### config.mk
export PLATFORM = sky130hd
export DESIGN_NAME = slmt_ram
export DESIGN_NICKNAME = d
export VERILOG_FILES = /design/src/design/assert_macros.svh /design/src/design/slmt_ram.sv
export SDC_FILE = /design/constraint.sdc
export NUM_CORES = 1
export LEC_CHECK = 0
export BUFFER_PORTS_ARGS = -buffer_cell sky130_fd_sc_hd__buf_2
export CORE_ASPECT_RATIO = 1.4
export CORE_MARGIN = 3
export CORE_UTILIZATION = 33
export CTS_CLUSTER_SIZE = 14
export DETAILED_ROUTE_END_ITERATION = 16
export PLACE_DENSITY_LB_ADDON = 0.12
export REMOVE_ABC_BUFFERS = 1
export SYNTH_ARGS = -nofsm -noshare
export SYNTH_HDL_FRONTEND = slang
export SYNTH_SLANG_ARGS = --single-unit
### constraint.sdc
create_clock -name clk -period 3.3 [get_ports clk]
set_clock_uncertainty 0.2 [all_clocks]
set_input_delay 0.33 -clock clk [delete_from_list [all_inputs] [get_ports clk]]
set_output_delay 0.33 -clock clk [all_outputs]
set_load 0.02 [all_outputs]
### src/design/assert_macros.svh
// Assertion macros used by the merge table core.
`ifndef ASSERT_MACROS_SVH
`define ASSERT_MACROS_SVH
`ifndef ASSERT_OFF
// Property must hold at every clock edge outside reset.
`define ASSERT_CLK(name, clk, rst, prop) \
  name: assert property (@(posedge clk) disable iff (rst) (prop)) \
    else $error("assertion failed");
// Expression must never be true outside reset.
`define ASSERT_NEVER(name, clk, rst, expr) \
  name: assert property (@(posedge clk) disable iff (rst) !(expr)) \
    else $error("forbidden condition seen");
`else
`define ASSERT_CLK(name, clk, rst, prop)
`define ASSERT_NEVER(name, clk, rst, expr)
`endif
`endif

### src/design/slmt_ram.sv
// Simple dual-port RAM with one write port and one registered read port.
`timescale 1ns / 1ps
module slmt_ram #(
  parameter int WIDTH = 8,
  parameter int DEPTH = 16,
  localparam int ADDR_W = $clog2(DEPTH)
) (
  input  logic              clk,
  input  logic              we,
  input  logic [ADDR_W-1:0] waddr,
  input  logic [WIDTH-1:0]  wdata,
  input  logic [ADDR_W-1:0] raddr,
  output logic [WIDTH-1:0]  rdata
);
  logic [WIDTH-1:0] mem [DEPTH];

  always_ff @(posedge clk) begin
    if (we) begin
      mem[waddr] <= wdata;
    end
    rdata <= mem[raddr];
  end
endmodule

==> qor.tcl <==
set qor(run_status) {completed}
set qor(vias) 2376
set qor(layoutNonFillerInstCount) 484
set qor(post_cts_resize_count) 0
set qor(ys_types) 19
set qor(iteration_0_drc_count_of_the_detailed_router) 128
set qor(clock_tree.root_cell) {clkbuf_16}
set qor(reg2regPathDepth) 3
set qor(route.detailed.vias_per_inst) 4.91
set qor(wire_length_of_the_first_global_routing_pass_um) 16200
set qor(synthCells) 229
set qor(power.switching_uw) 796
set qor(min_delay_path_depth) 1
set qor(async_flop_share_pct) 0
set qor(hp-start) {wdata[7]}
set qor(first_drt_pass_iteration_count) 4
set qor(fmax_ghz) 0.536
set qor(clock_tree.htree_level_count) 4
set qor(synth-edff-count) 128
set qor(num_rows) 53
set qor(critical_path.endpoint_type) {register}
set qor(areaGrowthSynthToFinish_pct) 20.4
set qor(layout_common_cells) {edfxtp_1 (128), buf_2 (25), mux4_2 (18)}
set qor(tritoncts.num_buffers) 17
set qor(max-clock-path-buffers) 2
set qor(path_buf_inv) 2
set qor(report.final.slew_viol_count) 0
set qor(die_w_um) 112
set qor(sequential_cell_area_um2) 4000
set qor(rr_endpoint) {rdata[5]$_DFF_P_}
set qor(synth-seq-cells) 136
set qor(static-leakage-power_nw) 2.09
set qor(floorplan.initialDensity_pct) 34.0
set qor(mux_share_of_post_synthesis_cell_area_pct) 15.0
set qor(intPower_mw) 3.33
set qor(syn-mean-instance-area_um2) 22.5
set qor(yosys.area_share.xor_xnor_pct) 0
set qor(drive_above_1_share_pct) 31.2
set qor(met3RoutedLength_um) 235
set qor(stdcell_area_um2) 6200
set qor(tns_ns) 0
set qor(wirelength_met1_um) 4490
set qor(path_cells) {buf_2, buf_12, mux4_1, a22oi_1, nand2_1}
set qor(cp_num_cells) 5
set qor(p_comb_share_pct) 4.6
set qor(crit_path_max_fanout) 16
set qor(worst_hold_path.endpoint) {mem[4][7]$_DFFE_PP_}
set qor(detailroute.wirelength.met2_um) 5580
set qor(cts_hold_repair.buffers) 0
set qor(antenna_found_initial) 0
set qor(clkLatencyLatePin_ns) 0.40
set qor(cp_data_arrival_time_ns) 1.95
set qor(synth_top_area_share_pct) 74.7
set qor(max-vdd-ir-drop_mv) 0.274
set qor(ys.warnings.count) 0
set qor(hold_violations) 0
set qor(swShare_pct) 19.3
set qor(multiInputGateArea_um2) 1060
set qor(hold_path.class) {primary input to register}
set qor(dominantRegCellSynth) {edfxtp_1}
set qor(yosysTopAreaCell) {edfxtp_1}
set qor(worstSetupStartpointType) {primary input}
set qor(cts_tree) {done}
set qor(synth-adder-area-share_pct) 0
set qor(critPathRequiredTime_ns) 3.38
set qor(top_layer_used) {met4}
set qor(max_slew_margin_pct) 43.4
set qor(filler_cell_count) 1364
set qor(dpl_cell_area_um2) 5560
set qor(post-route-min-period_ns) 1.86
set qor(grt_overflow_total) 0
set qor(rrSetupSlack_ns) 1.70
set qor(mappedNetlistArea_um2) 5150
set qor(cap_viol_max_count) 0
set qor(finalSetupViolations) 0
set qor(remaining_drc_errors) 0
set qor(power-per-cell-area_nw_per_um2) 666
set qor(diodes) 0
set qor(clock_power_share_pct) 48.3
set qor(preCtsSetupSlack_ns) 0.982
set qor(worst-setup-path-type) {primary input to register}
set qor(post-dp-hpwl_um) 7210
set qor(portBuffers) 25
set qor(die_area_um2) 17200
set qor(numClockSinks) 136
set qor(reg2reg_from) {mem[1][5]$_DFFE_PP_}
set qor(grt_max_degree) 30
set qor(synth-compound-area-share_pct) 2.33
set qor(post-layout-total-power_mw) 4.13
set qor(routedWlPerCell_um) 21.7
set qor(routed_wire_length_um) 10500
set qor(post-route-worst-setup-slack_ns) 1.44
set qor(synth_sequential_area_ratio_pct) 77.8
set qor(timing.critical_path.max_delay_family) {buffers and inverters}
set qor(cts_setup_buffers) 0
set qor(rsz0062_at_grt) {false}
set qor(synth_top_family_by_area) {multiplexers}
set qor(final_period_util_pct) 56.5
set qor(number_of_global_route_vias_before_repair) 2573
set qor(dieHeight_um) 154
set qor(core-area_um2) 15100
set qor(max_slew.worst_pin.slew_ns) 0.845
set qor(grt_usage_pct) 13.0
set qor(antenna_left) 0
set qor(seq_power_share_pct) 47.1
set qor(ios) 26
set qor(worst_path_largest_cell_delay_ns) 0.56
set qor(final_common_cell) {edfxtp_1}
set qor(yosys-top-cells-area) {edfxtp_1 (75%), mux4_2 (7.9%), mux4_1 (7.1%), dfxtp_1 (3.1%), a22oi_1 (2.3%)}
set qor(crit_path_top_delay_cell) {mux4_1}
set qor(numPlacedInstances) 452
set qor(num-nets-final) 297
set qor(clkTransAtPathRegs_ns) 0.06
set qor(place.gp.congestion) 0.680
set qor(synth_simple_gate_area_share_pct) 3.18
-- power by group through the flow --
stage,clock network (mW),registers [mW],logic (mW)
after floorplan,0,1.99,0.0774
after global placement,0,1.98,0.193
after detailed placement,0,1.98,0.195
after CTS,2.03,1.95,0.195
after global routing,2.13,1.95,0.206
final,1.99,1.94,0.189
-- synthesized netlist by cell type (2+ instances only) --
master and count:
buf_2 3, nor3_1 4, clkdlybuf4s25_2 3, mux4_2 18, dfxtp_1 8, nand3b_1 2, nand2_1 9, mux4_1 14
a22oi_1 16, nor2_1 13, edfxtp_1 128, nand2b_1 2, buf_6 3
-- worst max-delay path by stage --
stage	start	endpoint	slack, ns
floorplan	waddr[2]	mem[0][0]$_DFFE_PP_	1.28
finish	raddr[0]	rdata[5]$_DFF_P_	1.44
detailed placement	raddr[0]	rdata[5]$_DFF_P_	0.98
global route	raddr[0]	rdata[1]$_DFF_P_	1.36
CTS	raddr[0]	rdata[5]$_DFF_P_	1.42
global placement	raddr[0]	rdata[5]$_DFF_P_	0.97
-- worst register-to-register path: stages, from the launching register on --
cell      delay, ns
edfxtp_1       0.36
mux4_1         0.50
a22oi_1        0.31
nand2_1        0.11
-- cell families after synthesis --
kind of cell	count (synthesis)
flops	136
compound gates	16
simple gates	35
mux	32
buf+inv	10
-- metal layers --
layer  vias to the layer above  global-route usage (%)
li1                       1069                       -
met1                      1251                    15.8
met2                        42                    22.2
met3                        14                    2.99
met4                         0                    5.39
met5                         -                       0
-- area by class of cell --
class                      count  share of cell area [%]
clock inverter                11                    2.74
timing repair buffer          41                    4.16
sequential                   136                    64.6
multi-input combinational     83                    17.1
clock buffer                  21                    7.59
tap                          192                    3.87
-- state kept, by name, indices dropped and copies added, names as in the netlist --
name   count
mem      128
rdata      8
-- stage by stage --
| stage | hold WS [ns] | util (%) |
|---|---|---|
| after detailed placement | 0.471 | 36.8 |
| after floorplan | 0.229 | - |
| after global routing | 0.115 | 41.0 |
| after CTS | 0.106 | 41.0 |
| after global placement | 0.463 | 36.8 |
| final | 0.113 | 41.0 |
(Power assumes the default switching activity.)
